## config.mk

```make
export PLATFORM = sky130hd
export DESIGN_NAME = ncc_fifo
export DESIGN_NICKNAME = d
export VERILOG_FILES = /design/src/ncc_pkg.sv /design/src/ncc_fifo.sv
export SDC_FILE = /design/constraint.sdc
export NUM_CORES = 1
export LEC_CHECK = 0
export CAP_MARGIN = 20
export CORE_MARGIN = 8
export CORE_UTILIZATION = 62
export DETAILED_ROUTE_END_ITERATION = 6
export DONT_BUFFER_PORTS = 1
export PLACE_DENSITY = 0.86
export SYNTH_ARGS = -nofsm -noshare
export SYNTH_HDL_FRONTEND = slang
export SYNTH_SLANG_ARGS = --single-unit
export TNS_END_PERCENT = 50
```

## constraint.sdc

```tcl
create_clock -name i_clk -period 2.5 [get_ports i_clk]
set_input_delay 0.375 -clock i_clk [delete_from_list [all_inputs] [get_ports i_clk]]
set_output_delay 0.375 -clock i_clk [all_outputs]
set_load 0.05 [all_outputs]
```

## src/ncc_pkg.sv

```systemverilog
`default_nettype none

package ncc_pkg;

    localparam int NUM_CLASSES  = 6;
    localparam int SAMPLE_BITS  = 12;
    localparam int COUNT_BITS   = 16;
    localparam int CLASS_BITS   = 3;
    localparam int DIST_BITS    = 26;
    localparam int SQ_BITS      = 2 * SAMPLE_BITS;
    localparam int CENT_BITS    = 3 * SAMPLE_BITS;
    localparam int CELLS        = NUM_CLASSES * NUM_CLASSES;
    localparam int ADDR_BITS    = $clog2(CELLS);
    localparam int NUM_PAIRS    = (NUM_CLASSES + 1) / 2;
    localparam int PADDR_BITS   = 6;
    localparam int PDATA_BITS   = 64;
    localparam int REG_SEL_LSB  = 3;
    localparam int REG_IDX_BITS = PADDR_BITS - REG_SEL_LSB;

    typedef logic [CENT_BITS-1:0] t_centroid;

    typedef enum logic [1:0] {
        OP_CLASSIFY = 2'd0,
        OP_CLEAR    = 2'd1,
        OP_READ     = 2'd2
    } t_op;

    typedef struct packed {
        logic [1:0]            op;
        logic [CLASS_BITS-1:0] row;
        logic [CLASS_BITS-1:0] col;
    } t_tag;

    typedef struct packed {
        t_tag                  tag;
        logic [CLASS_BITS-1:0] pred;
        logic [DIST_BITS-1:0]  dist_sq;
    } t_job;

    typedef enum logic {
        BS_IDLE,
        BS_UPDATE
    } t_back_state;

endpackage

`default_nettype wire

```

## src/ncc_fifo.sv

```systemverilog
`default_nettype none

module ncc_fifo (
    input  logic          i_clk,
    input  logic          i_rst_n,
    input  logic          i_push,
    input  ncc_pkg::t_job i_job,
    output logic          o_full,
    input  logic          i_pop,
    output ncc_pkg::t_job o_job,
    output logic          o_empty
);
    import ncc_pkg::*;

    localparam int DEPTH    = 4;
    localparam int PTR_BITS = $clog2(DEPTH);

    t_job                r_slot [DEPTH];
    logic [PTR_BITS-1:0] r_wptr;
    logic [PTR_BITS-1:0] r_rptr;
    logic [PTR_BITS:0]   r_count;

    assign o_full  = (r_count == (PTR_BITS+1)'(DEPTH));
    assign o_empty = (r_count == '0);
    assign o_job   = r_slot[r_rptr];

    always_ff @(posedge i_clk) begin
        if (!i_rst_n) begin
            r_wptr  <= '0;
            r_rptr  <= '0;
            r_count <= '0;
        end else begin
            if (i_push) begin
                r_wptr <= r_wptr + 1'b1;
            end
            if (i_pop) begin
                r_rptr <= r_rptr + 1'b1;
            end
            if (i_push && !i_pop) begin
                r_count <= r_count + 1'b1;
            end else if (i_pop && !i_push) begin
                r_count <= r_count - 1'b1;
            end
        end
    end

    always_ff @(posedge i_clk) begin
        if (i_push) begin
            r_slot[r_wptr] <= i_job;
        end
    end

endmodule

`default_nettype wire

```

# [After elaboration in Yosys (flattened, before gate mapping)]
# Memory sizes are Yosys's and may differ from the RTL's. A register that Yosys moved wholly into a read port is not among the register bits.
# Index checks and enable logic that the tools add are counted.
[word_totals] regBits=7 mem_bits_rw=148 inputBits=41 output_inout_bits=39 elab_cells=21 n_memories=1
[mem_list] memory="r_slot" words=4 word_bits=37 read_ports=1 rd_clocked_by_memory_dff=1 wr=1 line="ncc_fifo.sv:18" rtl="t_job r_slot [DEPTH];"
[op_classes] n_addsub=4 n_eq_ne=1 n_mux=6 n_reduce_logical=6
[ops] op="$mux 3" count=2
[ops] op="$add 2x1->2 const B" count=2
[ops] op="$mux 2" count=2
[ops] op="$add 3x1->3 const B" count=1
[ops] op="$eq 3x3->1 const B" count=1
[ops] op="$logic_not 3->1" count=1
[ops] op="$sub 3x1->3 const B" count=1
[ops] op="$logic_and 1x1->1" count=2
[ops] op="$logic_not 1->1" count=2
[ops] op="$mux 1" count=2
[ops] op="$reduce_bool 2->1" count=1

# [Longest topological paths before layout]
[logic_depth] depth_word=4 ltp_mapped=7

# [Least setup slack after synthesis]
# Ideal clock, no wire load.
[synth_path] kind="flip-flop to output port" start="register r_count[1]" end="output o_full" arrival_time_ns=1.502 path_slack_ns=0.623 path_stages_with_launch=2 n_path_buf=0 path_cell_list="dfxtp_1 -> nor3b_1"
[synth_between] elab_chain_len=1
[synth_lines] item="start: declaration" line="ncc_fifo.sv:21" rtl="logic [PTR_BITS:0] r_count;"
[synth_lines] item="start signal: assignment" line="ncc_fifo.sv:40" rtl="r_count <= r_count + 1'b1;"
[synth_lines] item="start signal: assignment" line="ncc_fifo.sv:42" rtl="r_count <= r_count - 1'b1;"
[synth_lines] item="$eq 3x3->1" line="ncc_fifo.sv:23" rtl="assign o_full = (r_count == (PTR_BITS+1)'(DEPTH));"
[synth_lines] item="end: declaration" line="ncc_fifo.sv:8" rtl="output logic o_full,"
# Every way passes these cells.

==> run metrics <==
initial antenna violation count=0; Tightest Pin Transition=862 ps; full die area=0.0128 mm2; M2 GR Usage=29.6%; met1 Use GR=20.7%; Final #Nets=342; Sequential Power Share=49.3%; Hold WC Path Type=input pin to register; reg-to-reg slack, setup=760 ps; worst-case reg-to-reg path depth=3; initial core utilization=63.5%; VDD IR-drop max=0.000560 V; Via density=6.02; Max Cap Violations=0; Setup crit end kind=output port; number of I/O port buffers=0; Crit Reg-Reg Endpoint=r_slot[1][10]$_DFFE_PP_; Clock Latency Late Sink=510 ps; Final Cycle Share=94.8%; switching power=1.65 mW; CTS root buf=clkbuf_8; global-route wire length before repair=16.3 mm; IO Pins=80; CP max stage delay=630 ps; worst setup path class=register to output port; max_slew headroom=42.3%; Post-CTS Repair Setup Buffers=0; WHS Path Cells=2; die width=113 um; std cell rows=35; cell area power density=898 mW/mm2; Reg-to-Reg Start=r_wptr[0]$_SDFFE_PN0P_; crit-path cells=buf_4 > mux4_1; Final HPWL DP=6.25 mm; gr usage total=17.8%; drc violations=0; status=completed; Internal=4.60 mW; router iterations before antenna repair=4; Mapped Cells=236; CTS buffer count=17; CTS H-Tree Depth=4; Syn Std Cell Area=0.00584 mm2; CTS tree=yes; CTS clk-pin slew, worst paths=60 ps; synthesis-to-finish area growth=19.2%; Pins Over Slew Limit=0; Post-Route Utilization=75.7%; maximum clock frequency=422 MHz; post-synthesis cell type count=22; final setup violation count=0; Total Power=6.25 mW; largest net degree at the start of global routing=34; ys flop type=edfxtp_1; Syn Nets=283; hold wc startpoint=i_push; Clock power frac=37.6%; DRT iter0 DRCs=231; met3 Use GR=6.39%; Core Region=0.00920 mm2; vias=2,524; post-route ant nets=0; Post-synth EDFFs=148; grt peak-use layer=met2; final hold viol count=0; Synth Area per Inst=24.7 um2; Static Leak=2.28 nW; vias in the first global route=2,796; highest-count cells in the layout ignoring fill and taps=edfxtp_1, dlygate4sd3_1, mux4_2, clkbuf_16; layout cells sized above 1=25.6%; crit path DAT=1990 ps; #FFs+latches synth=157; Worst Hold End=r_wptr[1]$_SDFFE_PN0P_; Gate power share=13.1%; leading cell type in the layout, fill and taps excluded=edfxtp_1; GP Congestion=0.710; CTS sink cnt=157; switching part of the total=26.4%; clk buf depth=2; crit start category=register; RSZ-0062 raised after global routing=no; post-synthesis async set-or-reset flop share=0%; antenna cells=0; routed length per placed instance=25.2 um; CP required=2120 ps; die height=113 um; YS warnings=0; Clock Skews=10.1 ps; setup TNS=0 ps; grt total ovfl=0; critical path's slowest cell=dfxtp_2; Seq/Total Area, Yosys=79.2%; CP max FO=17; min Tclk post-route=2370 ps; Routed WL=10.5 mm
-- worst max-delay path by stage --
stage | cells past startpoint | from | slack, ps | endpoint
global placement | 2 | register | 540 | o_job[10]
floorplan | 1 | r_count[1]$_SDFFE_PN0P_ | 620 | o_full
CTS | 2 | register | 90 | o_job[27]
finish | 2 | register | 130 | o_job[35]
global route | 2 | register | 50 | o_job[35]
detailed placement | 2 | register | 520 | o_job[12]
-- Yosys cell counts (2+ instances only) --
master | n | area (um2)
edfxtp_1 | 148 | 4440
mux4_2 | 30 | 676
and2_1 | 9 | 56.3
dfxtp_1 | 9 | 180
mux4_1 | 7 | 184
ha_1 | 5 | 62.6
inv_1 | 4 | 15.0
buf_12 | 3 | 60.1
buf_2 | 3 | 15.0
xor2_1 | 3 | 26.3
mux2i_1 | 2 | 20.0
nor2b_1 | 2 | 12.5
xnor2_1 | 2 | 17.5
-- metrics by stage --
stage,instances,setup WS (ps),hold slack (ps),cell area (um2)
finish,419,130,63.8,6960
global route,419,46.0,69.0,6960
CTS,419,89.5,47.6,6960
detailed placement,349,521,474,6030
global placement,349,543,474,6030
floorplan,236,623,472,5840
-- registers in the layout, summed over array words and instances, names as in the netlist, named ones only --
register	count
r_count	3
r_wptr	2
r_slot	148
r_rptr	2
-- layer usage --
layer | wire length, um | vias to the layer above
li1 | - | 1117
met1 | 4130 | 1296
met2 | 5680 | 98
met3 | 621 | 13
met4 | 123 | 0
met5 | 0 | -
-- timing repair --
action	4_1_cts	5_1_grt
gates resized for setup	1	0
hold endpoints to repair	157	0
endpoints found under the setup margin	17	0
hold buffers	38	0
-- power by group through the flow --
stage	logic (mW)	clock network (mW)	registers (mW)
final	0.820	2.35	3.08
after global routing	0.860	2.51	3.10
after global placement	0.742	0	3.13
after CTS	0.834	2.39	3.08
after detailed placement	0.753	0	3.14
after floorplan	0.678	0	3.10
-- critical path: cells and delay by family, from the launching register on --
kind	cells	cell delay, ps
flip-flops	1	630
multiplexers	1	560
buffers and inverters	1	270
-- final cells by class --
type | count | area [um2]
Inverter | 4 | 15.0
Timing Repair Buffer | 48 | 505
Clock buffer | 17 | 414
Clock inverter | 15 | 141
Fill cell | 491 | 2230
Tap cell | 111 | 139
Sequential cell | 157 | 4630
Multi-Input combinational cell | 67 | 1120
-- cell families after synthesis --
kind of cell,synth area share [%]
xor+xnor,0.750
flops,79.2
compound gates,0.214
fa+ha+maj,1.41
simple gates,1.56
mux,15.1
buf+inv,1.82
(Power assumes the default switching activity.)
