--- src/ncc_pkg.sv ---
`default_nettype none

package ncc_pkg;

    localparam int NUM_CLASSES  = 6;
    localparam int SAMPLE_BITS  = 12;
    localparam int COUNT_BITS   = 16;
    localparam int CLASS_BITS   = 3;
    localparam int DIST_BITS    = 26;
    localparam int SQ_BITS      = 2 * SAMPLE_BITS;
    localparam int CENT_BITS    = 3 * SAMPLE_BITS;
    localparam int CELLS        = NUM_CLASSES * NUM_CLASSES;
    localparam int ADDR_BITS    = $clog2(CELLS);
    localparam int NUM_PAIRS    = (NUM_CLASSES + 1) / 2;
    localparam int PADDR_BITS   = 6;
    localparam int PDATA_BITS   = 64;
    localparam int REG_SEL_LSB  = 3;
    localparam int REG_IDX_BITS = PADDR_BITS - REG_SEL_LSB;

    typedef logic [CENT_BITS-1:0] t_centroid;

    typedef enum logic [1:0] {
        OP_CLASSIFY = 2'd0,
        OP_CLEAR    = 2'd1,
        OP_READ     = 2'd2
    } t_op;

    typedef struct packed {
        logic [1:0]            op;
        logic [CLASS_BITS-1:0] row;
        logic [CLASS_BITS-1:0] col;
    } t_tag;

    typedef struct packed {
        t_tag                  tag;
        logic [CLASS_BITS-1:0] pred;
        logic [DIST_BITS-1:0]  dist_sq;
    } t_job;

    typedef enum logic {
        BS_IDLE,
        BS_UPDATE
    } t_back_state;

endpackage

`default_nettype wire

--- src/ncc_regs.sv ---
`default_nettype none

module ncc_regs (
    input  logic                               i_clk,
    input  logic                               i_rst_n,
    input  logic                               psel,
    input  logic                               penable,
    input  logic                               pwrite,
    input  logic [ncc_pkg::PADDR_BITS-1:0]     paddr,
    input  logic [ncc_pkg::PDATA_BITS-1:0]     pwdata,
    output logic [ncc_pkg::PDATA_BITS-1:0]     prdata,
    output logic                               pready,
    output ncc_pkg::t_centroid                 o_centroid [ncc_pkg::NUM_CLASSES]
);
    import ncc_pkg::*;

    t_centroid               r_cent [NUM_CLASSES];
    logic [REG_IDX_BITS-1:0] w_sel;
    logic                    w_sel_ok;
    logic                    w_wr;

    assign w_sel    = paddr[PADDR_BITS-1:REG_SEL_LSB];
    assign w_sel_ok = (w_sel < REG_IDX_BITS'(NUM_CLASSES));
    assign w_wr     = psel && penable && pwrite;
    assign pready   = 1'b1;

    always_ff @(posedge i_clk) begin
        if (!i_rst_n) begin
            for (int k = 0; k < NUM_CLASSES; k++) begin
                r_cent[k] <= '0;
            end
        end else if (w_wr && w_sel_ok) begin
            r_cent[w_sel] <= pwdata[CENT_BITS-1:0];
        end
    end

    always_comb begin
        prdata = '0;
        if (w_sel_ok) begin
            prdata = PDATA_BITS'(r_cent[w_sel]);
        end
    end

    assign o_centroid = r_cent;

endmodule

`default_nettype wire

--- config.mk ---
export PLATFORM = sky130hd
export DESIGN_NAME = ncc_regs
export DESIGN_NICKNAME = d
export VERILOG_FILES = /design/src/ncc_pkg.sv /design/src/ncc_regs.sv
export SDC_FILE = /design/constraint.sdc
export NUM_CORES = 1
export LEC_CHECK = 0
export BUFFER_PORTS_ARGS = -buffer_cell sky130_fd_sc_hd__clkbuf_2
export CAP_MARGIN = 20
export CORE_MARGIN = 1
export CORE_UTILIZATION = 50
export DETAILED_ROUTE_END_ITERATION = 10
export PLACE_DENSITY_LB_ADDON = 0.25
export SETUP_SLACK_MARGIN = 0.4
export SLEW_MARGIN = 25
export SYNTH_ARGS = -nofsm -noshare
export SYNTH_HDL_FRONTEND = slang
export SYNTH_SLANG_ARGS = --single-unit
export TNS_END_PERCENT = 5
--- constraint.sdc ---
create_clock -name i_clk -period 1.6 [get_ports i_clk]
set_input_delay 0.24 -clock i_clk [delete_from_list [all_inputs] [get_ports i_clk]]
set_output_delay 0.24 -clock i_clk [all_outputs]
set_load 0.02 [all_outputs]
# Word-level counts from Yosys, hierarchy flattened
# Index checks and enable logic that the tools add are counted.
dict set report word_totals {
  reg_bits 216
  elab_cells 21
}
dict set report classes {
  order_cmp 3
  mux 7
  bitwise 1
  reduce_logical 4
}
# cell n
set ops {}
lappend ops {{$bwmux 216} 1}
lappend ops {{$mux 36} 4}
lappend ops {{$bmux 36 s3} 1}
lappend ops {{$demux 36 s3} 1}
lappend ops {{$ge 4x4->1 const B} 1}
lappend ops {{$logic_and 1x1->1} 4}
lappend ops {{$lt 4x1->1 const B} 1}
lappend ops {{$not 3->4} 1}
lappend ops {{$lt 3x3->1 const B} 1}

# Longest topological paths before layout
dict set report logic_depth {
  ltp_word 6
  ltp_mapped 7
  mapped_depth_nobuf 3
}

# Worst setup path after synthesis
# Ideal clock, no wire load.
dict set report synth_timing {
  path_type {input port to output port}
  start {input paddr[5] (netlist name)}
  end {output prdata[11] (netlist name)}
  t_arrival_ns 1.549
  setup_slack_ns -0.189
  cell_stages 6
  cell_sequence {buf_2 -> buf_2 -> buf_4 -> mux2i_1 -> a2bb2oi_1 -> o21ai_0}
}
dict set report synth_via {
  elab_chain_len 5
}
# element line_no
set synth_rtl {}
lappend synth_rtl {{start, declared} ncc_regs.sv:9} ;# input logic [ncc_pkg::PADDR_BITS-1:0] paddr,
lappend synth_rtl {{$not 3->4 (implied by the code)} ncc_regs.sv:40} ;# prdata = PDATA_BITS'(r_cent[w_sel]);
lappend synth_rtl {{$bmux 36 s3} ncc_regs.sv:40}
lappend synth_rtl {{$mux 36 (implied by the code) (2 in a row)} ncc_regs.sv:40}
lappend synth_rtl {{$mux 36 (*)} ncc_regs.sv:39} ;# if (w_sel_ok) begin
lappend synth_rtl {{end, declared} ncc_regs.sv:11} ;# output logic [ncc_pkg::PDATA_BITS-1:0] prdata,
# Every way passes the cells marked *; elsewhere a longest branch is shown, timed or not. The select of a mux whose other input is x is not followed.

# Worst setup path in the final report
dict set report layout_timing {
  start {register r_cent, in the netlist o_centroid[165]}
  end {output prdata[21] (netlist name)}
}
dict set report layout_via {
  elab_chain_len 4
}
# element line_no
set layout_rtl {}
lappend layout_rtl {{start, declared} ncc_regs.sv:17} ;# t_centroid r_cent [NUM_CLASSES];
lappend layout_rtl {{start signal, assigned by index} ncc_regs.sv:33} ;# r_cent[w_sel] <= pwdata[CENT_BITS-1:0];
lappend layout_rtl {{$bmux 36 s3} ncc_regs.sv:40}
lappend layout_rtl {{$mux 36 (implied by the code) (2 in a row)} ncc_regs.sv:40}
lappend layout_rtl {{$mux 36} ncc_regs.sv:39}
# Every way passes these cells. The select of a mux whose other input is x is not followed.

==> results.cfg <==
[timing]
tightest_slew_ns = 0.6159
skew_ns = 0
final_max_slew_viol_count = 0
period_minus_slack_ns = 1.916
report.final.hold_viol_count = 0
relSlewSlack_pct = 58.75
rsz0062_at_grt = true
clock.fmax_mhz = 521.9
worst_slack_ns = -0.3160
fin_crit_sh_pct = 119.7
setup_violations = 36

[synth]
yosys.area_share.simple_pct = 12.00
synth_mux_area_share_pct = 28.43
synth_edf_count = 0
yosys-top-cells-area = dfxtp_1 44%, mux2i_1 25%, nand2_1 10%, mux2_2 3.9%, buf_4 2.9%
synth_top_cell_area_share_pct = 43.98
synth-xor-area-share_pct = 0
ys_seq_area_share_pct = 43.98
yosysTopAreaCell = dfxtp_1
synthDistinctLibCells = 38
synthAdderAreaFrac_pct = 0
synth-compound-area-share_pct = 8.334
yosys_most_used_dff = dfxtp_1
yosysWarnings = 0
netlist_area_um2 = 9833
synth_seq_cells = 216
synth_top_family_by_area = multiplexers
syn_avg_cell_area_um2 = 9.843
synthCells = 999
async_flop_share_pct = 0

[setup_path]
cp.buffers_inverters = 1
critPathLaunchType = register
max_stage_delay_ns = 0.32
cp_max_fo = 2
cp-end-kind = primary output
r2r-start = o_centroid[188]
critPathTopFamily = compound AO/OA/AOI/OAI gates
startpoint = o_centroid[165]
critPathSlowestCell = dfxtp_2
required_ns = 1.36
crit_type = reg -> out
cp_data_arrival_time_ns = 1.68
crit_chain = mux2_2, a32oi_1, o211ai_1, buf_4

[min_path]
hold_start = i_rst_n
hp-class = in -> reg

[placement]
gp_congestion = 0.8582
dp_slack_ns = -0.3443
dp_cells = 1550
dpl.hpwl_um = 21720
port_buffers = 295

[global_route]
grt_antenna_before_repair = 1
grt_max_degree = 47
grt_pass1_wl_um = 54630
overflow = 0
grt_pass1_vias = 9506
groute.usage.overall_pct = 35.01

[clock_network]
clock_path_buffers = 3
root_buffer = clkbuf_16
numCtsBuffers = 24
cts_hold_buf = 0
ctsHtreeMaxLevel = 1
clock-sinks = 216
cts_tree = yes
clk_pin_slew_ns = 0.06
clock_latency_ns = 0.52

[floorplan]
die_area_um2 = 20230
dieHeight_um = 142.2
io_pins = 356
core_um2 = 19020
start_util_pct = 51.70
chipWidth_um = 142.2
rows = 50

[routing]
drt-vias-per-instance = 5.867
drc = 0
routed_wl_um = 39100
vias = 9546
antenna_left = 0
first_iter_violations = 547
wl_per_cell_um = 24.03
dr.pass1.iters = 5

[pwr]
leakage_nw = 6.296
ir_worst_vdd_uv = 962.1
power_density_nw_per_um2 = 780.3

[final_layout]
nets = 1424
finalNonFillerCells = 1627
synthToLayoutAreaGrowth_pct = 61.83
layout_common_cells = 261 x nand2_1, 233 x mux2i_1, 150 x buf_8
num-fill-cells = 981
final_common_cell = nand2_1
final_layout_size_suffix_gt1_share_pct = 54.47
largest_reg_flops = 216

[outcome]
status = finished with violations
violations = negative setup slack

[job]
maxCapViolations = 0
## synth_stat cells (all sizes together), types with 7 or more instances
library cell  count
a32oi            20
buf              68
mux2             34
a2bb2oi          12
mux2i           241
dfxtp           216
o21ai            12
o32ai             7
a22o              7
a22oi            15
nand2           263
a221o             7
inv               8
o211ai            8
clkbuf           41
## through the flow
stage	hold WS [ns]	TNS [ns]	instance area [um^2]	total power [mW]	util (%)
final	0.05807	-7.522	15910	12.42	83.67
after global routing	0.05585	-9.101	15910	12.76	83.67
after CTS	0.03511	-6.793	15010	12.43	78.92
after detailed placement	0.4635	-35.20	12060	6.565	63.41
after global placement	0.4525	-30.25	12060	6.557	63.41
after floorplan	0.4883	0	10020	6.182	-
## cells by family (layout without fill, tap and decap cells)
| group | after synthesis | in the layout |
|---|---|---|
| AOI/OAI and AO/OA | 104 | 104 |
| and+or+nand+nor | 285 | 285 |
| other | 2 | 30 |
| muxes | 275 | 275 |
| buffers and inverters | 117 | 457 |
| DFF | 216 | 216 |
## layout make-up
cell class	count	area (um^2)	share of cell area (%)
sequential	216	4766	29.95
timing repair buffer	406	4701	29.54
tap	260	325.3	2.044
clock buffer	33	684.4	4.301
antenna	1	2.502	0.01573
multi-input combinational	693	5243	32.95
inverter	8	30.03	0.1887
clock inverter	10	161.4	1.014
## where the power goes
| part | internal (mW) | leakage [nW] | switching, mW |
|---|---|---|---|
| logic | 0.462 | 4.01 | 0.728 |
| clock network | 3.63 | 0.419 | 2.24 |
| registers | 5.31 | 1.87 | 0.0465 |
| total | 9.40 | 6.30 | 3.01 |
## final timing paths
| check | endpoint | depth (start not counted) | slack [ns] |
|---|---|---|---|
| worst min-delay path | o_centroid[16] | 3 | 0.06 |
| worst max-delay path | prdata[21] | 4 | -0.32 |
| worst max register to register | o_centroid[188] | 4 | 0.69 |
| worst min register to register | o_centroid[95] | 2 | 0.47 |
## metal layers
metal	global-route usage [%]	vias up	share of wire (%)
met5	0	-	0
met4	18.00	0	6.1
met3	8.816	166	7.9
met2	59.70	583	49
met1	40.54	4666	37
li1	-	4131	-
## tightest hold or removal path: cells and delay by family
kind,cells,cell delay [ns]
buf+inv,1,0.16
mux,1,0.05
simple gates,1,0.08
## repair_timing
action,CTS,global route
cloned,0,1
pin swaps,9,21
endpoints found under the setup margin,360,355
setup buffers,17,15
gates resized for setup,588,399
Note: power is estimated with default switching activity, not from simulation.
